<file path="src/hw/rtl/bspq_pkg.sv">
// Package for the bounded stable priority queue.
// Holds field widths, request and status codes and the stored slot type.
// No dependencies.
package bspq_pkg;

  localparam int CAPACITY_DEF = 16;

  localparam int PRI_W    = 4;
  localparam int TAG_W    = 16;
  localparam int STATUS_W = 2;
  localparam int COUNT_W  = 5;

  localparam logic REQ_INSERT = 1'b0;
  localparam logic REQ_POP    = 1'b1;

  localparam logic [STATUS_W-1:0] STATUS_DONE  = 2'd0;
  localparam logic [STATUS_W-1:0] STATUS_FULL  = 2'd1;
  localparam logic [STATUS_W-1:0] STATUS_EMPTY = 2'd2;

  typedef struct packed {
    logic [PRI_W-1:0] pri;
    logic [TAG_W-1:0] tag;
  } slot_t;

endpackage

</file>
<file path="src/hw/rtl/bspq_slot_ram.sv">
// Slot store of the priority queue: one write port, one registered read port.
// Depends on bspq_pkg (slot_t).
module bspq_slot_ram #(
  parameter int DEPTH  = bspq_pkg::CAPACITY_DEF,
  parameter int ADDR_W = $clog2(DEPTH)
) (
  input  logic                clk,
  input  logic                wr_en,
  input  logic [ADDR_W-1:0]   wr_addr,
  input  bspq_pkg::slot_t     wr_data,
  input  logic                rd_en,
  input  logic [ADDR_W-1:0]   rd_addr,
  output bspq_pkg::slot_t     rd_data
);

  bspq_pkg::slot_t mem [DEPTH];
  bspq_pkg::slot_t rd_data_r;

  always_ff @(posedge clk) begin
    if (wr_en) begin
      mem[wr_addr] <= wr_data;
    end
    if (rd_en) begin
      rd_data_r <= mem[rd_addr];
    end
  end

  assign rd_data = rd_data_r;

endmodule

</file>
<file path="src/hw/rtl/bounded_stable_priority_queue_unit.sv">
// Top level of the bounded stable priority queue.
// Sequencer, result register and one shared priority compare around bspq_slot_ram.
// Depends on bspq_pkg and bspq_slot_ram.
//
//  channel | direction | handshake           | payload
//  --------+-----------+---------------------+----------------------------------------------
//  in_     | input     | in_valid / in_stall  | in_req_type, in_entry_priority, in_entry_tag
//  out_    | output    | out_valid/ out_stall | out_status, out_priority, out_tag,
//          |           |                      | out_entry_count
//
// Steps after the input transfer: a refused insert, an empty pop or an insert into an
// empty queue go straight to S_EMIT; an insert walks S_INS_CMP over each stored entry it
// moves up, then S_INS_LAST if it reaches the head; a pop reads the head in S_POP_HEAD,
// and S_POP_MV closes the gap; the slot RAM moves one entry per cycle.
// Reset clears the sequencer, the count and the result valid flag; the slot RAM is not
// cleared, since only slots below the count are ever read.
// in_stall is high while a request is being worked on; the next request is taken while
// a finished result still waits in the output register.
module bounded_stable_priority_queue_unit #(
  parameter int CAPACITY = bspq_pkg::CAPACITY_DEF
) (
  input  logic                           clk,
  input  logic                           rst_n,
  // request channel
  input  logic                           in_valid,
  output logic                           in_stall,
  input  logic                           in_req_type,
  input  logic [bspq_pkg::PRI_W-1:0]     in_entry_priority,
  input  logic [bspq_pkg::TAG_W-1:0]     in_entry_tag,
  // result channel
  output logic                           out_valid,
  input  logic                           out_stall,
  output logic [bspq_pkg::STATUS_W-1:0]  out_status,
  output logic [bspq_pkg::PRI_W-1:0]     out_priority,
  output logic [bspq_pkg::TAG_W-1:0]     out_tag,
  output logic [bspq_pkg::COUNT_W-1:0]   out_entry_count
);

  localparam int IDX_W = $clog2(CAPACITY);
  localparam int CNT_W = $clog2(CAPACITY + 1);
  localparam logic [CNT_W-1:0] CNT_FULL = CNT_W'(CAPACITY);
  localparam logic [CNT_W-1:0] CNT_ONE  = CNT_W'(1);

  typedef enum logic [2:0] {
    S_IDLE,
    S_INS_CMP,   // walk from the tail toward the head, one slot a cycle
    S_INS_LAST,  // new entry lands in the head slot
    S_POP_HEAD,  // head slot read data is the popped entry
    S_POP_MV,    // close the gap, one slot a cycle
    S_EMIT       // hand the result to the output register
  } state_t;

  state_t                          state_r, state_nxt;
  logic [CNT_W-1:0]                cnt_r, cnt_nxt;
  logic [CNT_W-1:0]                idx_r, idx_nxt;
  bspq_pkg::slot_t                 req_r, req_nxt;
  logic [bspq_pkg::STATUS_W-1:0]   res_status_r, res_status_nxt;
  bspq_pkg::slot_t                 res_slot_r, res_slot_nxt;

  logic                            out_valid_r, out_valid_nxt;
  logic [bspq_pkg::STATUS_W-1:0]   out_status_r, out_status_nxt;
  bspq_pkg::slot_t                 out_slot_r, out_slot_nxt;
  logic [bspq_pkg::COUNT_W-1:0]    out_count_r, out_count_nxt;

  // slot RAM controls
  logic                            wr_en;
  logic [IDX_W-1:0]                wr_addr;
  bspq_pkg::slot_t                 wr_data;
  logic                            rd_en;
  logic [IDX_W-1:0]                rd_addr;
  bspq_pkg::slot_t                 rd_data;

  logic                            in_xfer;
  logic                            out_free;
  logic                            pri_keep;   // shared compare: stored entry stays ahead
  logic [CNT_W-1:0]                idx_m1;
  logic [CNT_W-1:0]                idx_p1;
  logic [CNT_W-1:0]                cnt_m1;
  logic [CNT_W+bspq_pkg::COUNT_W-1:0] cnt_ext;

  assign in_stall = (state_r != S_IDLE);
  assign in_xfer  = in_valid && !in_stall;
  assign out_free = !out_valid_r || !out_stall;

  assign pri_keep = (rd_data.pri >= req_r.pri);
  assign idx_m1   = idx_r - CNT_ONE;
  assign idx_p1   = idx_r + CNT_ONE;
  assign cnt_m1   = cnt_r - CNT_ONE;
  assign cnt_ext  = {{bspq_pkg::COUNT_W{1'b0}}, cnt_r};

  always_comb begin
    state_nxt      = state_r;
    cnt_nxt        = cnt_r;
    idx_nxt        = idx_r;
    req_nxt        = req_r;
    res_status_nxt = res_status_r;
    res_slot_nxt   = res_slot_r;
    out_valid_nxt  = out_valid_r && out_stall;
    out_status_nxt = out_status_r;
    out_slot_nxt   = out_slot_r;
    out_count_nxt  = out_count_r;
    wr_en          = 1'b0;
    wr_addr        = idx_r[IDX_W-1:0];
    wr_data        = req_r;
    rd_en          = 1'b0;
    rd_addr        = idx_m1[IDX_W-1:0];

    case (state_r)
      S_IDLE: begin
        if (in_xfer) begin
          req_nxt.pri    = in_entry_priority;
          req_nxt.tag    = in_entry_tag;
          res_status_nxt = bspq_pkg::STATUS_DONE;
          res_slot_nxt   = '0;
          if (in_req_type == bspq_pkg::REQ_INSERT) begin
            if (cnt_r == CNT_FULL) begin
              res_status_nxt = bspq_pkg::STATUS_FULL;
              state_nxt      = S_EMIT;
            end else if (cnt_r == '0) begin
              wr_en     = 1'b1;
              wr_addr   = '0;
              wr_data   = req_nxt;
              cnt_nxt   = CNT_ONE;
              state_nxt = S_EMIT;
            end else begin
              // start at the tail: read the last stored entry
              rd_en     = 1'b1;
              rd_addr   = cnt_m1[IDX_W-1:0];
              idx_nxt   = cnt_r;
              state_nxt = S_INS_CMP;
            end
          end else begin
            if (cnt_r == '0) begin
              res_status_nxt = bspq_pkg::STATUS_EMPTY;
              state_nxt      = S_EMIT;
            end else begin
              rd_en     = 1'b1;
              rd_addr   = '0;
              idx_nxt   = CNT_ONE;
              state_nxt = S_POP_HEAD;
            end
          end
        end
      end

      S_INS_CMP: begin
        // rd_data holds slot[idx-1]; idx is the free slot
        wr_en   = 1'b1;
        wr_addr = idx_r[IDX_W-1:0];
        if (pri_keep) begin
          wr_data   = req_r;
          cnt_nxt   = cnt_r + CNT_ONE;
          state_nxt = S_EMIT;
        end else begin
          wr_data = rd_data;
          idx_nxt = idx_m1;
          if (idx_m1 == '0) begin
            state_nxt = S_INS_LAST;
          end else begin
            rd_en   = 1'b1;
            rd_addr = 
              IDX_W'(idx_m1 - CNT_ONE);
          end
        end
      end

      S_INS_LAST: begin
        wr_en     = 1'b1;
        wr_addr   = '0;
        wr_data   = req_r;
        cnt_nxt   = cnt_r + CNT_ONE;
        state_nxt = S_EMIT;
      end

      S_POP_HEAD: begin
        res_slot_nxt = rd_data;
        if (cnt_r == CNT_ONE) begin
          cnt_nxt   = cnt_m1;
          state_nxt = S_EMIT;
        end else begin
          rd_en     = 1'b1;
          rd_addr   = idx_r[IDX_W-1:0];
          state_nxt = S_POP_MV;
        end
      end

      S_POP_MV: begin
        // rd_data holds slot[idx]; move it down one place
        wr_en   = 1'b1;
        wr_addr = idx_m1[IDX_W-1:0];
        wr_data = rd_data;
        if (idx_p1 == cnt_r) begin
          cnt_nxt   = cnt_m1;
          state_nxt = S_EMIT;
        end else begin
          rd_en   = 1'b1;
          rd_addr = idx_p1[IDX_W-1:0];
          idx_nxt = idx_p1;
        end
      end

      S_EMIT: begin
        if (out_free) begin
          out_valid_nxt  = 1'b1;
          out_status_nxt = res_status_r;
          out_slot_nxt   = res_slot_r;
          out_count_nxt  = cnt_ext[bspq_pkg::COUNT_W-1:0];
          state_nxt      = S_IDLE;
        end
      end

      default: begin
        state_nxt = S_IDLE;
      end
    endcase
  end

  always_ff @(posedge clk) begin
    if (!rst_n) begin
      state_r     <= S_IDLE;
      cnt_r       <= '0;
      out_valid_r <= 1'b0;
    end else begin
      state_r     <= state_nxt;
      cnt_r       <= cnt_nxt;
      out_valid_r <= out_valid_nxt;
    end
    idx_r        <= idx_nxt;
    req_r        <= req_nxt;
    res_status_r <= res_status_nxt;
    res_slot_r   <= res_slot_nxt;
    out_status_r <= out_status_nxt;
    out_slot_r   <= out_slot_nxt;
    out_count_r  <= out_count_nxt;
  end

  bspq_slot_ram #(
    .DEPTH  (CAPACITY),
    .ADDR_W (IDX_W)
  ) u_slot_ram (
    .clk     (clk),
    .wr_en   (wr_en),
    .wr_addr (wr_addr),
    .wr_data (wr_data),
    .rd_en   (rd_en),
    .rd_addr (rd_addr),
    .rd_data (rd_data)
  );

  assign out_valid       = out_valid_r;
  assign out_status      = out_status_r;
  assign out_priority    = out_slot_r.pri;
  assign out_tag         = out_slot_r.tag;
  assign out_entry_count = out_count_r;

endmodule

</file>
<file path="config.mk">
export PLATFORM = sky130hd
export DESIGN_NAME = bounded_stable_priority_queue_unit
export DESIGN_NICKNAME = d
export VERILOG_FILES = /design/src/hw/rtl/bspq_pkg.sv /design/src/hw/rtl/bspq_slot_ram.sv /design/src/hw/rtl/bounded_stable_priority_queue_unit.sv
export SDC_FILE = /design/constraint.sdc
export NUM_CORES = 1
export LEC_CHECK = 0
export BUFFER_PORTS_ARGS = -buffer_cell sky130_fd_sc_hd__buf_4
export CAP_MARGIN = 25
export CORE_ASPECT_RATIO = 1.5
export CORE_UTILIZATION = 23
export CTS_BUF_LIST = sky130_fd_sc_hd__clkbuf_8
export DETAILED_ROUTE_END_ITERATION = 10
export PLACE_DENSITY = 0.37
export SYNTH_ARGS = -nofsm -noshare
export SYNTH_HDL_FRONTEND = slang
export SYNTH_SLANG_ARGS = --single-unit
export TNS_END_PERCENT = 20
</file>
<file path="constraint.sdc">
create_clock -name clk -period 7.8 [get_ports clk]
set_input_delay 0.78 -clock clk [delete_from_list [all_inputs] [get_ports clk]]
set_output_delay 0.78 -clock clk [all_outputs]
set_load 0.03 [all_outputs]
</file>
==> results by group <==
Outcome
  • Status: complete, no violations

CTS
  • TritonCTS Buffers: 67
  • Hold buffer count at cts: 0
  • Post-CTS Setup Bufs: 0
  • H-tree levels: 3
  • CTS tree: yes
  • Worst skew pair latency: 0.63 ns
  • Clock root buffer: clkbuf_8
  • Maximum root-to-sink buffer count: 3
  • Worst-path clk slew: ~0.070 ns
  • Post-cts resize count: 0
  • CTS sink cnt: approximately 420

STA
  • Slew headroom: ~36%
  • Worst Clk Skew: around 0.031 ns
  • Achievable Freq: ~200 MHz
  • Worst hold slack: 0.343 ns
  • Final min period: about 5.1 ns
  • Final Cycle Share: 65.5%
  • Slew @ Worst Pin: around 0.96 ns
  • Fin. max-slew vios: 0
  • RSZ-0062 raised after global routing: false
  • Setup TNS Final: 0 ns
  • Final Hold Violating Endpoints: 0
  • Setup violators final: 0

Drt
  • Vias post-DR: 12000
  • Wire length per cell: approximately 23 um
  • Vias per Instance: approximately 5
  • Routed WL: between 50 and 60 mm
  • Pre-antenna DRT Iters: 8
  • DRT iter0 DRCs: roughly 860
  • DRC Markers: 0
  • Post-route ant nets: 0

Logic synthesis
  • Compound-cell area share of the yosys netlist: between 10% and 20%
  • Post-Syn Area: roughly 18000 sq um
  • EDFF count, synth: 414
  • Async set or reset register ratio after synthesis: 0%
  • Synth Flop Type: edfxtp_1
  • Synth warn: 0
  • XOR/XNOR Fraction of Synth Area: 0.923%
  • Yosys reg bits: roughly 420
  • Main combinational cell family by area after synthesis: compound AO/OA/AOI/OAI gates
  • Avg Inst Size Synth: 13.4 sq um
  • Area share of fa/ha/maj cells after synthesis: less than 1%
  • Multiplexer area fraction after synthesis: less than 1%
  • Simple logic cell fraction of the synthesized area: under 10%
  • Synth cell types: 74
  • Syn nets: 1396
  • Register area share after synthesis: 69.4%
  • Gate Count Post-Synth: roughly 1400

Cells and area
  • Layout fillers: 8038
  • Multi-input logic area: 5010 sq um
  • Fin nets: between 1000 and 1500
  • Register Area: roughly 13000 sq um
  • Fraction of layout cells with a size suffix above 1: between 10 and 15%
  • Area growth syn-to-layout: 15.4%

GRT
  • GRT Overall Usage: 14.4%
  • First-pass GRT wire length: approximately 85 mm
  • Vias in the first global route: about 13000
  • Largest net degree at the start of global routing: between 70 and 80
  • Remaining Overflow, GRT: 0
  • Initial antenna violation count: 2

Place
  • IO Port Bufs: 53
  • Final GP Congestion: between 0.8 and 0.9
  • DP HPWL: 34.0 mm

Floorplanning
  • Die H: 346 um
  • Die ar.: around 80000 sq um
  • Core Area: slightly below 80000 sq um
  • Ports: 54
  • # rows: 125
  • Starting Density: approximately a quarter
  • Die X: ~230 um

Critical path
  • Req. time, crit path: 8.12 ns
  • Arrival time worst endpoint: 5.43 ns
  • CP Launch Type: flip-flop
  • Maximum fanout along the worst path: 65
  • Crit. End Element: flip-flop
  • Reg2reg setup slack: roughly 2.7 ns
  • Setup CP Type: flip-flop to flip-flop

Run
  • Total of max-cap violations: 0

Min path
  • HP Class: input pin to flip-flop
[worst paths after layout]
| kind | from | endpoint | cells after the start |
|---|---|---|---|
| max | idx_r[1] | u_slot_ram.rd_data[14] | 11 |
| min reg2reg | res_slot_r[9] | out_tag[9] | 0 |
| max reg2reg | idx_r[1] | u_slot_ram.rd_data[14] | 11 |
| min | in_entry_tag[0] | req_r[0] | 1 |
[layer usage]
metal  track usage [%]  wire length (um)  share of wire, %
met5                 0                 0                 0
met1              16.3             22800                40
met2              27.0             31100                54
met3              1.98              2200               3.8
met4              5.35              1570               2.7
[worst max-delay path, cell delays in order, from the launching register on]
cell and delay [ns]:
edfxtp_1 0.44, inv_1 0.16, ha_1 0.67, xnor2_1 0.19
nand3_1 0.17, o31ai_4 0.57, o21ai_1 0.28, o221ai_4 0.56
buf_4 0.68, a2111oi_0 0.16, nor4_1 0.62, o221ai_1 0.24
[synth_stat cells (all sizes together), types with 4 or more instances]
| library cell | instances | area share, % |
|---|---|---|
| a2111oi | 81 | 4.0 |
| a211oi | 4 | 0.19 |
| a21oi | 99 | 2.7 |
| a221o | 5 | 0.28 |
| a222oi | 20 | 1.1 |
| a22o | 42 | 2.0 |
| and3 | 21 | 0.72 |
| buf | 41 | 1.3 |
| clkbuf | 76 | 1.6 |
| dfxtp | 9 | 0.99 |
| edfxtp | 414 | 68 |
| ha | 14 | 0.96 |
| inv | 37 | 0.76 |
| nand2 | 123 | 2.5 |
| nand2b | 5 | 0.17 |
| nand3 | 87 | 2.4 |
| nor2 | 54 | 1.2 |
| nor2b | 6 | 0.21 |
| nor3 | 6 | 0.19 |
| nor4 | 20 | 0.69 |
| o21ai | 104 | 2.9 |
| o221ai | 21 | 1.0 |
| xnor2 | 9 | 0.43 |
| xor2 | 5 | 0.24 |
[area by class of cell]
type / count / area share, %
Antenna cell: 2 / 0.0239
Clock buffer: 73 / 4.79
Clock inverter: 42 / 1.09
Inverter: 37 / 0.662
Multi-Input combinational cell: 780 / 23.9
Sequential cell: 423 / 60.2
Tap cell: 1016 / 6.06
Timing Repair Buffer: 91 / 3.32
[kinds of logic after synthesis]
family | count (synthesis)
compound gates | 411
xor+xnor | 16
fa+ha+maj | 14
buf+inv | 154
flops | 423
mux | 4
simple gates | 335
[layout by cell type, fill, tap and decap left out, types with 31 or more instances in the layout]
cell type,n
edfxtp_1,414
nand2_1,122
a21oi_1,97
buf_4,90
nand3_1,87
a2111oi_0,80
clkbuf_8,73
o21ai_0,72
inv_1,54
a22o_1,42
nor2_1,36
o21ai_1,31
[sequential cells by signal (all words and copies together) (netlist names)]
name / count
out_status: 2
out_valid: 1
out_tag: 16
out_priority: 4
u_slot_ram.mem: 320
u_slot_ram.rd_data: 20
state_r: 3
res_status_r: 2
idx_r: 5
res_slot_r: 20
out_entry_count: 5
cnt_r: 5
req_r: 20
[stage by stage]
stage	util [%]	cells	setup slack, ns	instance area [sq um]
after global routing	26.9	2463	2.49	21000
final	26.9	2464	2.69	21000
after floorplan	-	1357	4.24	18200
after detailed placement	25.3	2347	2.84	19700
after global placement	25.3	2347	2.95	19700
after CTS	26.9	2462	2.80	21000
Power is not shown: default switching activity piles up to over one toggle a cycle in this logic, so the estimate is an artifact.
